[src/sv/gbw_pkg.sv]
// ----------------------------------------------------------------------------
// gbw_pkg: shared types and constants for the GIF block walker.
// Holds the request and result payload types, parse phases and block kinds.
// ----------------------------------------------------------------------------
`default_nettype none
package gbw_pkg;

    localparam int OFFSET_BITS = 24;
    localparam int COUNT_BITS  = 16;

    typedef struct packed {
        logic [7:0] data_byte;
        logic       last;
    } gbw_in_t;

    typedef struct packed {
        logic [1:0]  kind;
        logic [15:0] frame_number;
        logic [15:0] delay;
        logic        has_control;
        logic [2:0]  disposal;
        logic [15:0] left;
        logic [15:0] top;
        logic [15:0] width;
        logic [15:0] height;
        logic [23:0] span_start;
        logic [23:0] span_length;
        logic [23:0] background_rgb;
    } gbw_out_t;

    localparam logic [1:0] KIND_SCREEN = 2'd0;
    localparam logic [1:0] KIND_FRAME  = 2'd1;
    localparam logic [1:0] KIND_END    = 2'd2;
    localparam logic [1:0] KIND_ERROR  = 2'd3;

    localparam logic [3:0] PH_SIG     = 4'd0;
    localparam logic [3:0] PH_LSD     = 4'd1;
    localparam logic [3:0] PH_GCT     = 4'd2;
    localparam logic [3:0] PH_BLOCK   = 4'd3;
    localparam logic [3:0] PH_LABEL   = 4'd4;
    localparam logic [3:0] PH_EXTHDR  = 4'd5;
    localparam logic [3:0] PH_SUBLEN  = 4'd6;
    localparam logic [3:0] PH_SUBDATA = 4'd7;
    localparam logic [3:0] PH_IMGDESC = 4'd8;
    localparam logic [3:0] PH_LCT     = 4'd9;
    localparam logic [3:0] PH_LZW     = 4'd10;
    localparam logic [3:0] PH_DONE    = 4'd11;

    localparam logic [2:0] BK_OTHER     = 3'd0;
    localparam logic [2:0] BK_CTRL_KEEP = 3'd1;
    localparam logic [2:0] BK_CTRL_SKIP = 3'd2;
    localparam logic [2:0] BK_PLAIN     = 3'd3;
    localparam logic [2:0] BK_IMAGE     = 3'd4;

    localparam logic [7:0] INTRO_EXT     = 8'h21;
    localparam logic [7:0] INTRO_IMAGE   = 8'h2C;
    localparam logic [7:0] INTRO_TRAILER = 8'h3B;
    localparam logic [7:0] LABEL_CTRL    = 8'hF9;
    localparam logic [7:0] LABEL_COMMENT = 8'hFE;
    localparam logic [7:0] LABEL_APP     = 8'hFF;
    localparam logic [7:0] LABEL_PLAIN   = 8'h01;

    function automatic logic [7:0] sig_byte(input logic [2:0] idx);
        logic [7:0] r;
        begin
            case (idx)
                3'd0:    r = 8'h47;
                3'd1:    r = 8'h49;
                3'd2:    r = 8'h46;
                3'd3:    r = 8'h38;
                3'd4:    r = 8'h37;
                3'd5:    r = 8'h61;
                default: r = 8'h00;
            endcase
            return r;
        end
    endfunction

endpackage
`default_nettype wire

[src/sv/gbw_stream_if.sv]
// ----------------------------------------------------------------------------
// gbw_stream_if: valid/ready channels, each carrying one payload.
// gbw_in_if carries the byte requests and gbw_out_if the result requests.
// ----------------------------------------------------------------------------
`default_nettype none
interface gbw_in_if;
    import gbw_pkg::*;
    logic    valid;
    logic    ready;
    gbw_in_t data;
    modport source (output valid, output data, input ready);
    modport sink (input valid, input data, output ready);
endinterface

interface gbw_out_if;
    import gbw_pkg::*;
    logic     valid;
    logic     ready;
    gbw_out_t data;
    modport source (output valid, output data, input ready);
    modport sink (input valid, input data, output ready);
endinterface
`default_nettype wire

[src/sv/gbw_out_reg.sv]
// ----------------------------------------------------------------------------
// gbw_out_reg: result register with skid stage.
// Decouples the parser from back-pressure on the result channel.
// ----------------------------------------------------------------------------
`default_nettype none
module gbw_out_reg (
    input  wire logic             clk,
    input  wire logic             rst_n,
    input  wire logic             push,
    input  wire gbw_pkg::gbw_out_t push_data,
    output logic                  can_take,
    gbw_out_if.source             m
);
    import gbw_pkg::*;

    logic     main_v_reg, skid_v_reg;
    gbw_out_t main_d_reg, skid_d_reg;

    // Ready towards the parser depends only on the skid slot being empty.
    assign can_take = !skid_v_reg;
    assign m.valid  = main_v_reg;
    assign m.data   = main_d_reg;

    always_ff @(posedge clk or negedge rst_n)
    begin
        if (!rst_n)
        begin
            main_v_reg <= 1'b0;
            skid_v_reg <= 1'b0;
        end
        else
        begin
            if (!main_v_reg || m.ready)
            begin
                if (skid_v_reg)
                begin
                    main_v_reg <= 1'b1;
                    skid_v_reg <= push;
                end
                else
                begin
                    main_v_reg <= push;
                end
            end
            else if (push)
            begin
                skid_v_reg <= 1'b1;
            end
        end
    end

    always_ff @(posedge clk)
    begin
        if (!main_v_reg || m.ready)
        begin
            if (skid_v_reg)
            begin
                main_d_reg <= skid_d_reg;
                if (push) skid_d_reg <= push_data;
            end
            else
            begin
                main_d_reg <= push_data;
            end
        end
        else if (push)
        begin
            skid_d_reg <= push_data;
        end
    end
endmodule
`default_nettype wire

[src/sv/gbw_parser.sv]
// ----------------------------------------------------------------------------
// gbw_parser: the GIF block-structure state machine.
// Advances once per accepted byte and forms at most one result.
// ----------------------------------------------------------------------------
`default_nettype none
module gbw_parser (
    input  wire logic              clk,
    input  wire logic              rst_n,
    input  wire logic              step,
    input  wire gbw_pkg::gbw_in_t  din,
    input  wire logic [15:0]       min_delay,
    output logic                   res_valid,
    output gbw_pkg::gbw_out_t      res
);
    import gbw_pkg::*;

    logic [3:0]             phase_reg, phase_next;
    logic [9:0]             cnt_reg, cnt_next;
    logic [OFFSET_BITS-1:0] offs_reg, offs_next;
    logic [9:0]             ctb_reg, ctb_next;
    logic [7:0]             bgi_reg, bgi_next;
    logic [23:0]            bgc_reg, bgc_next;
    logic [31:0]            scr_reg, scr_next;
    logic                   pc_reg, pc_next;
    logic [15:0]            pd_reg, pd_next;
    logic [2:0]             pdis_reg, pdis_next;
    logic [63:0]            rect_reg, rect_next;
    logic [OFFSET_BITS-1:0] fs_reg, fs_next;
    logic [COUNT_BITS-1:0]  ft_reg, ft_next;
    logic [7:0]             pf_reg, pf_next;
    logic [2:0]             bk_reg, bk_next;
    logic [OFFSET_BITS-1:0] bs_reg, bs_next;
    logic [3:0]             el_reg, el_next;

    logic [7:0]             b;
    logic [9:0]             cnt_inc;
    logic [OFFSET_BITS-1:0] span_len;
    logic [9:0]             tbl_bytes;
    logic [9:0]             gct_idx3;

    assign b         = din.data_byte;
    assign cnt_inc   = cnt_reg + 10'd1;
    assign span_len  = offs_reg - fs_reg + OFFSET_BITS'(1);
    // 3 << (n+1) for the colour table size carried in the packed byte.
    assign tbl_bytes = 10'(10'd3 << ({1'b0, b[2:0]} + 4'd1));
    // Entry index times three, compared against the running byte count.
    assign gct_idx3  = 10'({2'b0, bgi_reg} * 10'd3);

    always_comb
    begin
        phase_next = phase_reg; cnt_next = cnt_reg; ctb_next = ctb_reg;
        bgi_next = bgi_reg; bgc_next = bgc_reg; scr_next = scr_reg;
        pc_next = pc_reg; pd_next = pd_reg; pdis_next = pdis_reg;
        rect_next = rect_reg; fs_next = fs_reg; ft_next = ft_reg;
        pf_next = pf_reg; bk_next = bk_reg; bs_next = bs_reg; el_next = el_reg;
        offs_next = offs_reg + OFFSET_BITS'(1);
        res_valid = 1'b0;
        res = '0;

        case (phase_reg)
            PH_SIG:
            begin
                if (b != sig_byte(cnt_reg[2:0]) && !(cnt_reg == 10'd4 && b == 8'h39))
                begin
                    res_valid = 1'b1; res.kind = KIND_ERROR; phase_next = PH_DONE;
                end
                else if (cnt_inc >= 10'd6)
                begin
                    phase_next = PH_LSD; cnt_next = '0;
                end
                else cnt_next = cnt_inc;
            end
            PH_LSD:
            begin
                case (cnt_reg[2:0])
                    3'd0: scr_next[7:0]   = b;
                    3'd1: scr_next[15:8]  = b;
                    3'd2: scr_next[23:16] = b;
                    3'd3: scr_next[31:24] = b;
                    3'd4: pf_next = b;
                    3'd5: bgi_next = b;
                    default: ;
                endcase
                cnt_next = cnt_inc;
                if (cnt_inc >= 10'd7)
                begin
                    cnt_next = '0;
                    if (pf_reg[7])
                    begin
                        ctb_next = 10'(10'd3 << ({1'b0, pf_reg[2:0]} + 4'd1));
                        phase_next = PH_GCT;
                    end
                    else
                    begin
                        res_valid = 1'b1; res.kind = KIND_SCREEN;
                        res.width = scr_reg[15:0]; res.height = scr_reg[31:16];
                        res.background_rgb = bgc_reg; phase_next = PH_BLOCK;
                    end
                end
            end
            PH_GCT:
            begin
                // Bytes idx*3 .. idx*3+2 of the table are the background entry.
                if (cnt_reg >= gct_idx3 && cnt_reg < gct_idx3 + 10'd3)
                    bgc_next = {bgc_reg[15:0], b};
                cnt_next = cnt_inc;
                if (cnt_inc >= ctb_reg)
                begin
                    cnt_next = '0; res_valid = 1'b1; res.kind = KIND_SCREEN;
                    res.width = scr_reg[15:0]; res.height = scr_reg[31:16];
                    res.background_rgb = bgc_next; phase_next = PH_BLOCK;
                end
            end
            PH_BLOCK:
            begin
                bs_next = offs_reg;
                if (b == INTRO_EXT) phase_next = PH_LABEL;
                else if (b == INTRO_IMAGE)
                begin
                    if (!pc_reg) fs_next = offs_reg;
                    bk_next = BK_IMAGE; rect_next = '0; cnt_next = '0;
                    phase_next = PH_IMGDESC;
                end
                else if (b == INTRO_TRAILER)
                begin
                    res_valid = 1'b1; res.kind = KIND_END;
                    res.frame_number = 16'(ft_reg); phase_next = PH_DONE;
                end
                else
                begin
                    res_valid = 1'b1; res.kind = KIND_ERROR; phase_next = PH_DONE;
                end
            end
            PH_LABEL:
            begin
                cnt_next = '0;
                if (b == LABEL_CTRL)
                begin
                    bk_next = pc_reg ? BK_CTRL_SKIP : BK_CTRL_KEEP;
                    if (!pc_reg)
                    begin
                        fs_next = bs_reg; pc_next = 1'b1;
                    end
                    el_next = 4'd6; phase_next = PH_EXTHDR;
                end
                else if (b == LABEL_PLAIN)
                begin
                    if (!pc_reg) fs_next = bs_reg;
                    bk_next = BK_PLAIN; el_next = 4'd13; phase_next = PH_EXTHDR;
                end
                else if (b == LABEL_APP)
                begin
                    bk_next = BK_OTHER; el_next = 4'd12; phase_next = PH_EXTHDR;
                end
                else if (b == LABEL_COMMENT)
                begin
                    bk_next = BK_OTHER; phase_next = PH_SUBLEN;
                end
                else
                begin
                    res_valid = 1'b1; res.kind = KIND_ERROR; phase_next = PH_DONE;
                end
            end
            PH_EXTHDR:
            begin
                if (bk_reg == BK_CTRL_KEEP)
                begin
                    if (cnt_reg == 10'd1) pdis_next = b[4:2];
                    else if (cnt_reg == 10'd2) pd_next = {8'd0, b};
                    else if (cnt_reg == 10'd3) pd_next = {b, pd_reg[7:0]};
                end
                cnt_next = cnt_inc;
                if (cnt_inc >= {6'd0, el_reg})
                begin
                    cnt_next = '0;
                    if (bk_reg == BK_CTRL_KEEP || bk_reg == BK_CTRL_SKIP)
                        phase_next = PH_BLOCK;
                    else
                        phase_next = PH_SUBLEN;
                end
            end
            PH_SUBLEN:
            begin
                if (b == 8'd0)
                begin
                    if (bk_reg == BK_IMAGE || bk_reg == BK_PLAIN)
                    begin
                        res_valid = 1'b1; res.kind = KIND_FRAME;
                        res.frame_number = 16'(ft_reg);
                        if (pc_reg)
                        begin
                            res.delay = (pd_reg < min_delay) ? min_delay : pd_reg;
                            res.has_control = 1'b1; res.disposal = pdis_reg;
                        end
                        else res.delay = min_delay;
                        if (bk_reg == BK_IMAGE)
                        begin
                            res.left = rect_reg[15:0];   res.top = rect_reg[31:16];
                            res.width = rect_reg[47:32]; res.height = rect_reg[63:48];
                        end
                        res.span_start  = 24'(fs_reg);
                        res.span_length = 24'(span_len);
                        ft_next = ft_reg + COUNT_BITS'(1);
                        pc_next = 1'b0; pd_next = '0; pdis_next = '0;
                    end
                    phase_next = PH_BLOCK;
                end
                else
                begin
                    cnt_next = {2'd0, b}; phase_next = PH_SUBDATA;
                end
            end
            PH_SUBDATA:
            begin
                if (cnt_reg <= 10'd1)
                begin
                    cnt_next = '0; phase_next = PH_SUBLEN;
                end
                else cnt_next = cnt_reg - 10'd1;
            end
            PH_IMGDESC:
            begin
                if (cnt_reg < 10'd8)
                begin
                    case (cnt_reg[2:0])
                        3'd0: rect_next[7:0]   = b;
                        3'd1: rect_next[15:8]  = b;
                        3'd2: rect_next[23:16] = b;
                        3'd3: rect_next[31:24] = b;
                        3'd4: rect_next[39:32] = b;
                        3'd5: rect_next[47:40] = b;
                        3'd6: rect_next[55:48] = b;
                        default: rect_next[63:56] = b;
                    endcase
                    cnt_next = cnt_inc;
                end
                else
                begin
                    cnt_next = '0;
                    if (b[7])
                    begin
                        ctb_next = tbl_bytes; phase_next = PH_LCT;
                    end
                    else phase_next = PH_LZW;
                end
            end
            PH_LCT:
            begin
                cnt_next = cnt_inc;
                if (cnt_inc >= ctb_reg)
                begin
                    cnt_next = '0; phase_next = PH_LZW;
                end
            end
            PH_LZW: phase_next = PH_SUBLEN;
            default: ;
        endcase

        // A stream that ends before a trailer or an error is an error.
        if (din.last && phase_next != PH_DONE)
        begin
            res_valid = 1'b1; res = '0; res.kind = KIND_ERROR;
        end
        if (din.last)
        begin
            phase_next = PH_SIG; cnt_next = '0; offs_next = '0; ctb_next = '0;
            bgi_next = '0; bgc_next = '0; scr_next = '0; pc_next = 1'b0;
            pd_next = '0; pdis_next = '0; rect_next = '0; fs_next = '0;
            ft_next = '0; pf_next = '0; bk_next = BK_OTHER; bs_next = '0;
            el_next = '0;
        end
    end

    always_ff @(posedge clk or negedge rst_n)
    begin
        if (!rst_n)
        begin
            phase_reg <= PH_SIG; cnt_reg <= '0; offs_reg <= '0; ctb_reg <= '0;
            bgi_reg <= '0; bgc_reg <= '0; scr_reg <= '0; pc_reg <= 1'b0;
            pd_reg <= '0; pdis_reg <= '0; rect_reg <= '0; fs_reg <= '0;
            ft_reg <= '0; pf_reg <= '0; bk_reg <= BK_OTHER; bs_reg <= '0;
            el_reg <= '0;
        end
        else if (step)
        begin
            phase_reg <= phase_next; cnt_reg <= cnt_next; offs_reg <= offs_next;
            ctb_reg <= ctb_next; bgi_reg <= bgi_next; bgc_reg <= bgc_next;
            scr_reg <= scr_next; pc_reg <= pc_next; pd_reg <= pd_next;
            pdis_reg <= pdis_next; rect_reg <= rect_next; fs_reg <= fs_next;
            ft_reg <= ft_next; pf_reg <= pf_next; bk_reg <= bk_next;
            bs_reg <= bs_next; el_reg <= el_next;
        end
    end
endmodule
`default_nettype wire

[src/sv/gif_block_walker.sv]
// ----------------------------------------------------------------------------
// gif_block_walker: GIF block-structure walker.
// Follows a GIF file byte by byte and reports screen info, frames and end.
// ----------------------------------------------------------------------------
// The block takes one byte request per clock cycle unless stalled and answers
// each with at most one result request. The parse state machine advances
// directly on every accepted byte; its result is held in an output register
// backed by a skid stage, so input is accepted in every cycle unless the skid
// stage is full. The sustained rate is therefore one byte per cycle, set only
// by the result channel's readiness. The min_delay register may be written
// whenever the block is idle; it resets to 10 and survives the end of a file.
`default_nettype none
module gif_block_walker (
    input  wire logic   clk,
    input  wire logic   rst_n,
    input  wire logic   cfg_we,
    input  wire logic [15:0] cfg_wdata,
    gbw_in_if.sink      in_ch,
    gbw_out_if.source   out_ch
);
    import gbw_pkg::*;

    logic [15:0] min_delay_reg;
    logic        can_take;
    logic        step;
    logic        res_valid;
    gbw_out_t    res;

    always_ff @(posedge clk or negedge rst_n)
    begin
        if (!rst_n) min_delay_reg <= 16'd10;
        else if (cfg_we) min_delay_reg <= cfg_wdata;
    end

    // A byte is taken whenever the skid slot is free for its result.
    assign in_ch.ready = can_take;
    assign step        = in_ch.valid && can_take;

    gbw_parser u_parser (
        .clk       (clk),
        .rst_n     (rst_n),
        .step      (step),
        .din       (in_ch.data),
        .min_delay (min_delay_reg),
        .res_valid (res_valid),
        .res       (res)
    );

    gbw_out_reg u_out (
        .clk       (clk),
        .rst_n     (rst_n),
        .push      (step && res_valid),
        .push_data (res),
        .can_take  (can_take),
        .m         (out_ch)
    );
endmodule
`default_nettype wire

[src/flat_wrapper.sv]
// flat-port wrapper written by rule: the top's interface ports become plain ports
module gif_block_walker_flat import gbw_pkg::*;
  (clk, rst_n, cfg_we, cfg_wdata, in_ch_valid, in_ch_data, in_ch_ready, out_ch_valid, out_ch_data, out_ch_ready);
  gbw_in_if in_ch_i ();
  gbw_out_if out_ch_i ();
  input  wire logic clk;
  input  wire logic rst_n;
  input  wire logic cfg_we;
  input  wire logic [15:0] cfg_wdata;
  input wire logic [$bits(in_ch_i.valid)-1:0] in_ch_valid;
  input wire logic [$bits(in_ch_i.data)-1:0] in_ch_data;
  output wire logic [$bits(in_ch_i.ready)-1:0] in_ch_ready;
  output wire logic [$bits(out_ch_i.valid)-1:0] out_ch_valid;
  output wire logic [$bits(out_ch_i.data)-1:0] out_ch_data;
  input wire logic [$bits(out_ch_i.ready)-1:0] out_ch_ready;
  assign in_ch_i.valid = in_ch_valid;
  assign in_ch_i.data = in_ch_data;
  assign in_ch_ready = in_ch_i.ready;
  assign out_ch_valid = out_ch_i.valid;
  assign out_ch_data = out_ch_i.data;
  assign out_ch_i.ready = out_ch_ready;
  gif_block_walker u_core (.clk(clk), .rst_n(rst_n), .cfg_we(cfg_we), .cfg_wdata(cfg_wdata), .in_ch(in_ch_i), .out_ch(out_ch_i));
endmodule
[config.mk]
export PLATFORM = sky130hd
export DESIGN_NAME = gif_block_walker_flat
export DESIGN_NICKNAME = d
export VERILOG_FILES = /design/src/sv/gbw_pkg.sv /design/src/sv/gbw_stream_if.sv /design/src/sv/gbw_out_reg.sv /design/src/sv/gbw_parser.sv /design/src/sv/gif_block_walker.sv /design/src/flat_wrapper.sv
export SDC_FILE = /design/constraint.sdc
export NUM_CORES = 1
export LEC_CHECK = 0
export ABC_AREA = 1
export BUFFER_PORTS_ARGS = -buffer_cell sky130_fd_sc_hd__buf_4
export CAP_MARGIN = 20
export CORE_MARGIN = 2
export CORE_UTILIZATION = 50
export CTS_CLUSTER_SIZE = 24
export DETAILED_ROUTE_END_ITERATION = 12
export PLACE_DENSITY_LB_ADDON = 0.15
export SKIP_CTS_REPAIR_TIMING = 1
export SLEW_MARGIN = 0
export SYNTH_ARGS = -nofsm -noshare
export SYNTH_HDL_FRONTEND = slang
export SYNTH_SLANG_ARGS = --single-unit
export TNS_END_PERCENT = 50
[constraint.sdc]
create_clock -name clk -period 10.1 [get_ports clk]
set_input_delay 0 -clock clk [delete_from_list [all_inputs] [get_ports clk]]
set_output_delay 0 -clock clk [all_outputs]
set_load 0.02 [all_outputs]
==> results of run 1 <==
[routing by layer]
metal | track usage (%) | routed length, um | vias to the layer above
li1 | - | - | 12847
met1 | 37.6 | 40700 | 12397
met2 | 40.1 | 40500 | 759
met3 | 4.00 | 5340 | 114
met4 | 6.47 | 1630 | 0
met5 | 0 | 0 | -
[logic make-up after synthesis]
family	count (synthesis)	synth area share [%]
and+or+nand+nor	1596	20.5
buffers and inverters	713	8.61
AOI/OAI and AO/OA	642	10.9
DFF	637	54.2
adders and majority gates	117	4.53
xor gates and xnor gates	47	1.26
[critical path, stage by stage (launching register included)]
cell	delay (ns)
dfrtp_1	0.70
nand2_1	0.19
nor2_2	0.25
nand3_1	0.10
nand2_1	0.09
nand2_1	0.10
ha_1	0.32
a21oi_1	0.17
o21a_1	0.14
nand4_1	0.20
nand2_1	0.80
nand2_2	0.17
inv_2	0.49
nand4_1	0.21
nand4_1	0.17
nand2_4	0.42
nand2_1	0.25
nand3_1	0.19
inv_6	0.54
buf_4	0.74
[where the power goes]
group          total (mW)  switching, mW  internal [mW]
Combinational        3.79           2.64           1.15
Sequential           3.82          0.331           3.49
Clock                2.51           1.06           1.45
[area by class of cell]
type	instances	area [um2]
clock inverters	25	174
inverters	538	2030
flip-flops and latches	637	17700
fillers	5757	26900
well taps	855	1070
clock buffers	104	2060
multi-input cells	2402	12200
repair buffers	291	2350
[cells in the final DEF (no fill, tap or decap), types with 5 or more instances in the layout]
| cell type | instances |
|---|---|
| nand2_1 | 790 |
| ha_1 | 115 |
| xor2_1 | 34 |
| a21oi_1 | 166 |
| clkinv_1 | 7 |
| edfxtp_1 | 348 |
| nor4_1 | 50 |
| o211ai_1 | 9 |
| clkbuf_16 | 73 |
| nor3_1 | 38 |
| clkbuf_1 | 19 |
| clkinv_2 | 13 |
| dlygate4sd3_1 | 59 |
| nand4_1 | 33 |
| nor2_1 | 393 |
| o22ai_1 | 104 |
| o31ai_1 | 10 |
| nand3_1 | 266 |
| a21o_1 | 5 |
| inv_2 | 9 |
| dfrtp_1 | 286 |
| a211oi_1 | 5 |
| o21ai_0 | 299 |
| nor2_2 | 6 |
| clkbuf_8 | 12 |
| a31oi_1 | 8 |
| inv_1 | 525 |
| buf_4 | 230 |
| a22oi_1 | 6 |
| o21ai_1 | 6 |
| xnor2_1 | 13 |
[worst paths after layout]
check | startpoint | cells past startpoint | to | slack (ns)
setup / recovery | u_core.u_parser.cnt_reg[2]$_DFFE_PN0P_ | 19 | u_core.u_out.skid_d_reg[56]$_DFFE_PP_ | 3.36
hold / removal | rst_n | 2 | u_core.u_parser.fs_reg[10]$_DFFE_PN0P_ | -0.03
setup reg to reg | u_core.u_parser.cnt_reg[2]$_DFFE_PN0P_ | 19 | u_core.u_out.skid_d_reg[56]$_DFFE_PP_ | 3.36
hold reg to reg | u_core.u_parser.ctb_reg[7]$_DFFE_PN0P_ | 2 | u_core.u_parser.ctb_reg[7]$_DFFE_PN0P_ | 0.48
max in group asynchronous | rst_n | 4 | u_core.u_parser.ft_reg[9]$_DFFE_PN0P_ | 8.09
min in group clk | in_ch_valid | 4 | u_core.u_parser.phase_reg[3]$_DFFE_PN0P_ | 0.26
==> results.md, run 1 <==
- Prior to clock tree synthesis, the placed netlist has a worst setup slack of roughly 3.3 ns.
- The final setup TNS is 0 ns.
- The fraction of the cycle the final worst path needs is between 60% and 70%.
- The max-slew violation total from the final report is 0.
- The hold violation total from the final report is 17.
- The number of cells in the design after placement is 4663.
- The chip height is roughly 260 um.
- The number of nets in the synthesized netlist is approximately 3900.
- The number of standard-cell rows in the floorplan is just over 90.
- The top cell type by area accounts for roughly a third of the synthesized area.
- The final hold slack is -0.0307 ns.
- The async set-or-reset flop fraction in the synthesized netlist is 45.4%.
- Setup repair after global routing left no endpoint under its margin.
- The post-route standard cell area excluding fillers is ~38000 um2.
- The post-synthesis area per instance is between 8 and 9 um2.
- Synthesis inferred approximately 640 register bits.
- The clock net in this run drives a total of about 640 sinks.
- The pin count of the biggest net entering global routing is 145.
- The number of setup violations in the final report is 0.
- The mapped cell area is about 33000 um2.
- In this run the static leakage power is 16.7 nW.
- Summed over all layers, the routed wires come to around 90000 um.
- The number of primary I/O pins is just over 200.
- The total power is between 10 and 15 mW.
- The worst path needs slightly below 7 ns of the cycle, external delays included.
- The clock edge transition at the registers on the reported setup and hold paths is around 0.060 ns.
- Sorting the synthesized cells by area gives the leading types as edfxtp_1, dfrtp_1, nand2_1, inv_1, o21ai_0.
- The maximum net fanout on the critical path is 70.
- The power density of the placed cells is 270 nW/um2.
- The number of flops mapped to enable cells by yosys is ~350.
- The class of the most critical hold timing path is input pin to async pin.
- The first detailed-routing pass ran for 6 iterations.
- The maximum operating frequency is roughly 150 MHz.
- The flow ran to the end, but the final reports show violations.
- Counting instances in the post-synthesis netlist gives the leading cell types as nand2_1, inv_1, nor2_1.
- The core outline area is between 60000 and 70000 um2.
- In this run the horizontal extent of the chip is between 200 and 300 um.
- The setup skew after layout is 0.0216 ns.
- Routability-driven placement finished with a final weighted congestion of 0.917.
- In this run the cell area measured after placement is approximately 35000 um2.
- For the pin with the worst max-slew slack, the measured transition is 1.07 ns.
- The post-detailed-route DRC marker count is 0.
- The normalized max-slew margin is around 28%.
- The first global-routing pass estimated around 140000 um of wire.
- In the final routed layout, each cell accounts on average for roughly 18 um.
- The global router's overall resource usage is around 26%.
- The total die area is just under 70000 um2.
- The detailed router's first-iteration violation count is about 2500.
- The initial utilization of the core area, before any placement, comes to between 50% and 60%.
- The Yosys step of the flow raised 0 warnings.
- The number of distinct library cells after synthesis is 53.
- The number of buffers created by CTS is 71.
- The per-cell via count in the routed design is 5.38.
- The share of layout cells above drive strength 1 is under 10%.
- The maximum clock path buffer count is 3.
- The diode insertion count for antenna repair is 0.
- Yosys instantiated no cell more often than nand2_1.
- The path type of the worst setup path is flop to flop.
- The TritonCTS clock tree is yes.
- The peak ir drop on the vdd network is a little under 200 uV.
- The antenna violation net count after detailed routing is 0.
- The clock reaches the later pin of the worst-skew pair after between 0.6 and 0.7 ns.
- The total half-perimeter wirelength after legalization and detailed placement is approximately 58000 um.
- The cell taking the most area after synthesis is edfxtp_1.
- The cell sitting at the root of the clock tree is a clkbuf_16.
- The number of nets at the end of the flow is a little over 4000.
- Leaving out filler cells and counting taps, the final layout contains approximately 4900.
- The required time reported for the critical path endpoint is about 10 ns.
- Across the run, the number of max-cap violations was 0.
- The number of antenna violations at the first check in global routing was 0.
- The kind of start point of the critical path is a flop.
- The worst path setup slack after routing is ~3.4 ns.
- The final reports fail on negative hold slack.
- Across all layers, the routed design uses 26117 vias.
- Among all flip-flop cells after synthesis, the most frequent one is edfxtp_1.
- The worst path arrival time is approximately 7.0 ns.
- The count of mapped cells out of synthesis is 3752.
- Sequential elements use 54.2% of the synthesized area.
- Input and output buffers added on the ports amount to between 200 and 250.
- The via count of the first global-routing pass is approximately 24000.
- The final cell utilization of the core is around 58%.
- In this run the number of H-tree levels came out at 3.
- The final global-route overflow total is 0.
- The worst setup path is captured at a flop.
- The post-synthesis to final-layout area growth is 15.0%.
No activity file was read; power rests on OpenSTA's default activity.
==> inputs of run 2 (changes only) <==
--- a/config.mk
+++ b/config.mk
@@ -5,7 +5,7 @@
 export SDC_FILE = /design/constraint.sdc
 export NUM_CORES = 1
 export LEC_CHECK = 0
-export ABC_AREA = 1
+export ABC_AREA = 0
 export BUFFER_PORTS_ARGS = -buffer_cell sky130_fd_sc_hd__buf_4
 export CAP_MARGIN = 20
 export CORE_MARGIN = 2
==> constraint.sdc (replaced) <==
create_clock -name clk -period 6.4 [get_ports clk]
set_input_delay 0 -clock clk [delete_from_list [all_inputs] [get_ports clk]]
set_output_delay 0 -clock clk [all_outputs]
set_load 0.02 [all_outputs]
==> results.md, run 2 <==
- edfxtp_1 takes more of the synthesized area than any other cell.
- Measured against its own limit, the worst slew margin works out to about a fifth.
- The flow ran to the end, and the final reports show no timing, DRC or antenna violations.
- After clock tree synthesis, the clock-pin slew on the worst setup and hold paths is about 0.060 ns.
- The total number of vias is 22525.
- The most critical setup path has its endpoint at u_core.u_out.skid_d_reg[71]$_DFFE_PP_.
- The global router's overall resource usage is 25.2%.
- The pin count of the biggest net entering global routing is between 150 and 200.
- The number of nets at the end of the flow is around 3100.
- At the pin with the least slew margin, the transition time is ~1.2 ns.
- The setup skew after layout is about 0.023 ns.
- The launching element of the worst setup path is u_core.u_parser.cnt_reg[3]$_DFFE_PN0P_.
- In the post-synthesis netlist, the biggest area contributors are edfxtp_1, dfrtp_1, ha_1, nand2_1, mux2_2.
- The cell leakage power is 15.0 nW.
- The number of antenna violations at the first check in global routing is 0.
- CTS saw roughly 640 sinks.
- Setup violations remaining at the end of the flow were counted as 0.
- The sequential standard cell area is between 15000 and 20000 um2.
- The maximum level of the CTS H-tree is 3.
- Routability-driven placement finished with a final weighted congestion of approximately 0.95.
- The count of cells in the finished layout, fillers not included, comes to 3807.
- For the worst setup path, the data required time is around 6.6 ns.
- The wire-length estimate of the detail-placed layout is 54300 um.
- The pre-antenna-repair detailed-routing pass consisted of 7 iterations.
- The floorplan step defined a core boundary enclosing 61500 um2.
- The worst setup path is launched from a flop.
- For the final routed database, the setup TNS stands at 0 ns.
- The area of combinational cells with multiple inputs is around 12000 um2.
- By count the netlist is led by nand2_1, edfxtp_1, dfrtp_1.
- The number of buffers created by CTS is 69.
- The wire length reported by the detailed router is approximately 80000 um.
- The chip height is about 250 um.
- The routed length per instance is ~21 um.
- The post-route standard cell area excluding fillers is 36200 um2.
- about 210 I/O pins were placed.
- The worst setup path is of the flop to flop kind.
- The worst setup path is captured at a flop.
- Yosys mapped the design onto just over 80 distinct sky130hd cell types.
- Once routing completed, OpenROAD measured the worst setup slack at roughly 1.2 ns.
- The maximum clock path buffer count is 3.
- The initial utilization of the core area, before any placement, comes to about half.
- The mapped cell area is around 31000 um2.
- The library cell used most frequently in the layout, excluding fill and tap cells, is nand2_1.
- The startpoint identified for the worst register-to-register timing path is u_core.u_parser.cnt_reg[3]$_DFFE_PN0P_.
- The async set-or-reset flop fraction in the synthesized netlist is a little under half.
- The via count of the first global-routing pass was between 20000 and 25000.
- The number of nets produced by synthesis is ~2900.
- The power density of the placed cells is 412 nW/um2.
- The root cell of the clock tree is clkbuf_16.
- In this run, the number of DRC markers left after iteration 0 of detailed routing was ~1800.
- The worst register-to-register path ends at u_core.u_out.skid_d_reg[71]$_DFFE_PP_.
- The post-synthesis to final-layout area growth is 16.7%.
- Static timing analysis puts the maximum clock frequency at between 150 and 200 MHz.
- In the routed layout, each cell is associated on average with a via count of 5.92.
- 0 antenna diodes ended up in the layout.
- Counting tap cells, the placed design contains a total of 3619 instances.
- For this run the aggregate overflow at the end of global routing stands at 0.
- The maximum net fanout on the critical path is 33.
- The detail route stage leaves a number of antenna-violating nets equal to 0.
- TritonCTS built the clock tree.
- Across all register-to-register paths, the minimum setup slack is between 1 and 1.5 ns.
- Yosys printed 0 warnings.
- The number of input and output port buffers inserted is between 200 and 250.
- The layout has 5016 filler cells.
- The number of maximum-capacitance constraint violations is 0.
- Setup repair after global routing left no endpoint under its margin.
- The minimum clock period after layout is ~5.2 ns.
- The number of flip-flops and latches in the synthesized netlist is ~640.
- The cell with the most instances after synthesis is nand2_1.
- The area share of the leading cell type in the synthesized netlist is around a third.
- Synthesis produced a netlist whose cell count is about 2800.
- Hold is met by 0.172 ns.
- Yosys mapped a number of flops with a built-in enable equal to roughly 350.
- The clock insertion delay at the later pin of the skew report is a little over 0.6 ns.
- In the layout the commonest cells are nand2_1, edfxtp_1, dfrtp_1.
- VDD sags by at most 229 uV.
- Summing the sequential cell areas from Yosys gives a little under three fifths of the chip area.
- The instance area after placement is 33300 um2.
- The number of standard-cell rows in the floorplan is approximately 90.
- The worst-case reg-to-reg path depth is 16.
- The worst slack after detailed placement is about 1.3 ns.
- The floorplan step set the die width to 253 um.
- The share of layout cells above drive strength 1 is between 15 and 20%.
- The hold violation total from the final report is 0.
- The post-synthesis area per instance is about 11 um2.
- The worst path arrival time is ~5.5 ns.
- The most common flop cell mapped by yosys is edfxtp_1.
- The fraction of the cycle the final worst path needs is about four fifths.
- The first global-routing pass estimated around 130000 um of wire.
- The post-detailed-route DRC marker count is 0.
- The die covers about 64000 um2.
- The class of the most critical hold timing path is input pin to flop.
- The max-slew violation total from the final report is 0.
==> run 2: per-stage QoR <==
stage	util [%]	total power, mW
after floorplan	-	9.07
after global placement	54.1	10.8
after detailed placement	54.2	10.9
after CTS	57.9	14.9
after global routing	58.9	15.7
final	58.9	14.9
==> run 2: layout make-up <==
class                      instances  area share, %
clock inverter                    27          0.705
clock buffer                     100           5.57
tap                              790           2.73
inverter                          90          0.933
sequential                       637           48.8
timing repair buffer             304           7.06
multi-input combinational       1859           34.2
==> run 2: worst min-delay path by stage <==
stage | slack [ns] | endpoint | depth (start not counted) | from
after detailed placement | -0.0002 | u_core.u_parser.bgi_reg[7]$_DFFE_PN0P_ | 1 | rst_n
final | 0.17 | u_core.u_out.m.data[54]$_DFFE_PN_ | 2 | out_ch_ready
after floorplan | -0.30 | u_core.min_delay_reg[0]$_DFFE_PN0P_ | 0 | rst_n
after CTS | -0.65 | u_core.u_parser.rect_reg[35]$_DFFE_PN0P_ | 1 | rst_n
after global routing | 0.19 | u_core.u_out.m.data[57]$_DFFE_PN_ | 2 | out_ch_ready
after global placement | 0.003 | u_core.u_parser.rect_reg[35]$_DFFE_PN0P_ | 1 | rst_n
==> run 2: critical path, stage by stage (launching register included) <==
cell and delay (ns):
dfrtp_1 0.55, nand3_1 0.36, nor3_1 0.34, nand2_1 0.11, xnor2_1 0.24, ha_1 0.29
and3_1 0.18, a221o_1 0.29, a21oi_1 0.27, o21a_1 0.23, o2111ai_1 0.14, a21oi_1 0.35
o41ai_4 0.14, buf_4 0.26, nand2b_1 0.17, o31a_4 0.43, buf_4 0.47
==> run 2: cells by family after synthesis <==
kind of cell / after synthesis / synth area share [%]
flops: 637 / 57.0
fa+ha+maj: 117 / 4.77
xor+xnor: 80 / 2.26
simple gates: 909 / 13.2
mux: 165 / 5.78
compound gates: 588 / 13.5
buf+inv: 265 / 3.48
==> run 2: where the power goes <==
group	switching (mW)	leakage [nW]	internal, mW
Sequential	0.541	7.49	5.31
Clock	1.62	1.12	2.36
Combinational	3.26	6.37	1.82
Total	5.42	15.0	9.49
==> run 2: routing by layer <==
layer  up-vias  wire length (um)  track usage (%)
met3        98              4720             4.10
met5         -                 0                0
li1      10501                 -                -
met1     11253             37800             37.4
met2       673             37100             38.5
met4         0              1440             6.91
==> inputs of run 3 (changes only) <==
==> constraint.sdc (replaced) <==
create_clock -name clk -period 4.5 [get_ports clk]
set_input_delay 0 -clock clk [delete_from_list [all_inputs] [get_ports clk]]
set_output_delay 0 -clock clk [all_outputs]
set_load 0.02 [all_outputs]
==> results.md, run 3 (synthesis gave the netlist of run 2 again) <==
- From bottom edge to top edge, the die measures 253 um.
- For the worst setup path, the data arrival time is approximately 4.7 ns.
- After detailed placement, the total cell area comes to 33800 um2.
- The clock insertion delay at the later pin of the skew report is 0.61 ns.
- Of the total power, the share spent switching nets is a little over a third.
- The floorplan step defined a die boundary enclosing about 64000 um2.
- Across the VDD grid, the largest voltage drop is approximately 350 uV.
- Measured along the x axis, the die boundary spans approximately 250 um.
- After routing the design area is roughly 37000 um2.
- The detailed router's first-iteration violation count is 2017.
- The number of buffers created by CTS is 69.
- The fill cell instance count of the final layout is around 5000.
- The H-tree was split into 3 levels.
- The worst setup path is launched from a flop.
- The final global-route overflow total is 0.
- The first TritonRoute pass finished after 6 iterations.
- For this design the ratio of total power to cell area is 586 nW/um2.
- Setup repair after global routing left no endpoint under its margin.
- The clock edge transition at the registers on the reported setup and hold paths is roughly 0.06 ns.
- The antenna violation net count after detailed routing is 0.
- Summed over all failing endpoints, the final setup total negative slack is 0 ns.
- Max-cap violations in this run came to 0.
- The maximum net fanout on the critical path is 64.
- In this run the static leakage power is roughly 15 nW.
- The number of antenna violations at the first check in global routing is 0.
- The run finished, with violations left.
- The count of clock tree sinks is about 640.
- The worst path setup slack after routing is between 0.15 and 0.2 ns.
- At the placement stage, the worst setup path has a slack of between 0.09 and 0.1 ns.
- The wire length of the first global-routing pass is around 130000 um.
- The number of antenna diodes in the final layout is 0.
- Routability-driven placement finished with a final weighted congestion of 0.939.
- During I/O placement, the number of pins put on the boundary was between 200 and 250.
- After floorplanning, the core was divided into between 90 and 100 placement rows.
- The fraction of the cycle the final worst path needs is between 90% and 100%.
- The checks that failed: negative hold slack.
- The net load switching power is 7.81 mW.
- The post-synthesis to final-layout area growth is 18.1%.
- The share of layout cells above drive strength 1 is between 10% and 20%.
- The area of combinational cells with multiple inputs is 12400 um2.
- Entering global routing, the biggest net connects around 190 pins.
- The hold violation total from the final report is 2.
- Of the total power, registers draw between 30% and 40%.
- The capturing element type of the critical path is a flop.
- Combinational cells account for between 30% and 40% of the total power.
- Static timing analysis puts the maximum clock frequency at 231 MHz.
- The minimum clock period after layout is around 4.3 ns.
- The required time reported for the critical path endpoint is 4.92 ns.
- The post-detailed-route DRC marker count is 0.
- Clock tree synthesis selected as its root buffer the cell clkbuf_16.
- The number of nets at the end of the flow is about 3100.
- The max-slew violation total from the final report is 0.
- After detailed routing, the total wire length is between 80000 and 90000 um.
- The most common library cell in the layout ignoring fill and taps is nand2_1.
- The normalized max-slew margin is between 20% and 30%.
- The number of input and output port buffers inserted is approximately 200.
- Registers take 17700 um2.
- In the layout the commonest cells are nand2_1, edfxtp_1, dfrtp_1.
- The via count of the first global-routing pass is about 22000.
- The routed length per instance is roughly 21 um.
- The final hold slack is -0.0193 ns.
- The total half-perimeter wirelength after legalization and detailed placement is 55200 um.
- The maximum clock path buffer count is 3.
- The path type of the worst setup path is flop to flop.
- The detailed router placed 22740 vias in this run.
- The class of the most critical hold timing path is input pin to flop.
- The floorplan step defined a core boundary enclosing slightly above 60000 um2.
- The final cell utilization of the core is between 50% and 60%.
- Clock skew on the completed layout was measured at between 0.015 and 0.02 ns.
- TritonCTS built the clock tree.
- The clock power share is 26.7%.
- In the routed layout, each cell is associated on average with a via count of 5.91.
- Setup violations remaining at the end of the flow were counted as 0.
- The initial utilization of the core area, before any placement, comes to roughly half.
- For the pin with the worst max-slew slack, the measured transition is 1.06 ns.
- The global router's overall resource usage is between 20% and 30%.
- The internal portion of the total power is approximately 14 mW.
run 3: changes by cell type in the layout (fill, tap and decap cells not counted), sizes merged:
cell and change:
buf +42, inv +1, clkinv +1, bufinv +3, clkbuf -5, dlygate4sd3 -1
run 3: layout make-up:
type	instances	share of cell area, %
inverters	90	0.922
clock buffers	95	5.20
repair buffers	345	8.00
clock inverters	32	0.973
multi-input cells	1859	33.9
well taps	790	2.70
flip-flops and latches	637	48.3
run 3: worst paths after layout:
check / slack, ns / to / startpoint / depth (start not counted)
worst max-delay path: 0.18 / u_core.u_out.m.data[72]$_DFFE_PN_ / u_core.u_parser.cnt_reg[2]$_DFFE_PN0P_ / 15
max in group asynchronous: 3.25 / u_core.u_out.skid_v_reg$_DFFE_PN0P_ / rst_n / 3
worst max register to register: 0.18 / u_core.u_out.m.data[72]$_DFFE_PN_ / u_core.u_parser.cnt_reg[2]$_DFFE_PN0P_ / 15
worst min register to register: 0.46 / u_core.u_parser.bs_reg[4]$_DFFE_PN0P_ / u_core.u_parser.bs_reg[4]$_DFFE_PN0P_ / 2
min in group asynchronous: 0.03 / u_core.u_parser.scr_reg[0]$_DFFE_PN0P_ / rst_n / 2
worst min-delay path: -0.02 / u_core.u_parser.el_reg[1]$_DFFE_PN0P_ / in_ch_data[5] / 5
run 3: stage by stage:
step | instances | total power, mW | hold slack [ns]
global placement | 3663 | 15.6 | 0.125
floorplan | 2761 | 12.9 | -0.296
detailed placement | 3663 | 15.7 | 0.137
global route | 3848 | 22.6 | 0.00383
finish | 3848 | 21.5 | -0.0193
CTS | 3790 | 21.5 | -0.510
run 3: layer usage:
metal  GRT usage [%]  wire length, um
met4            7.30             1810
met3            4.06             5220
met2            38.7            37200
met1            37.9            37900
met5               0                0
run 3: critical path, stage by stage, from the launching register on:
cell and delay (ns):
dfrtp_1 0.59, nand3_4 0.23, nor3_4 0.21, nand2_1 0.09
xnor2_1 0.23, ha_1 0.29, and3_1 0.19, a221o_1 0.31
a21oi_2 0.17, a2111oi_1 0.13, o2111ai_1 0.12, a21oi_2 0.10
o41a_1 0.42, or3_2 0.50, buf_12 0.21, o31ai_1 0.28
run 3: power by group through the flow:
stage	combinational [mW]	sequential (mW)	clock, mW
3_5_place_dp	7.31	8.41	0
3_3_place_gp	7.19	8.38	0
4_1_cts	7.35	8.31	5.82
2_1_floorplan	4.12	8.80	0
5_1_grt	8.07	8.42	6.06
6_report	7.44	8.30	5.73
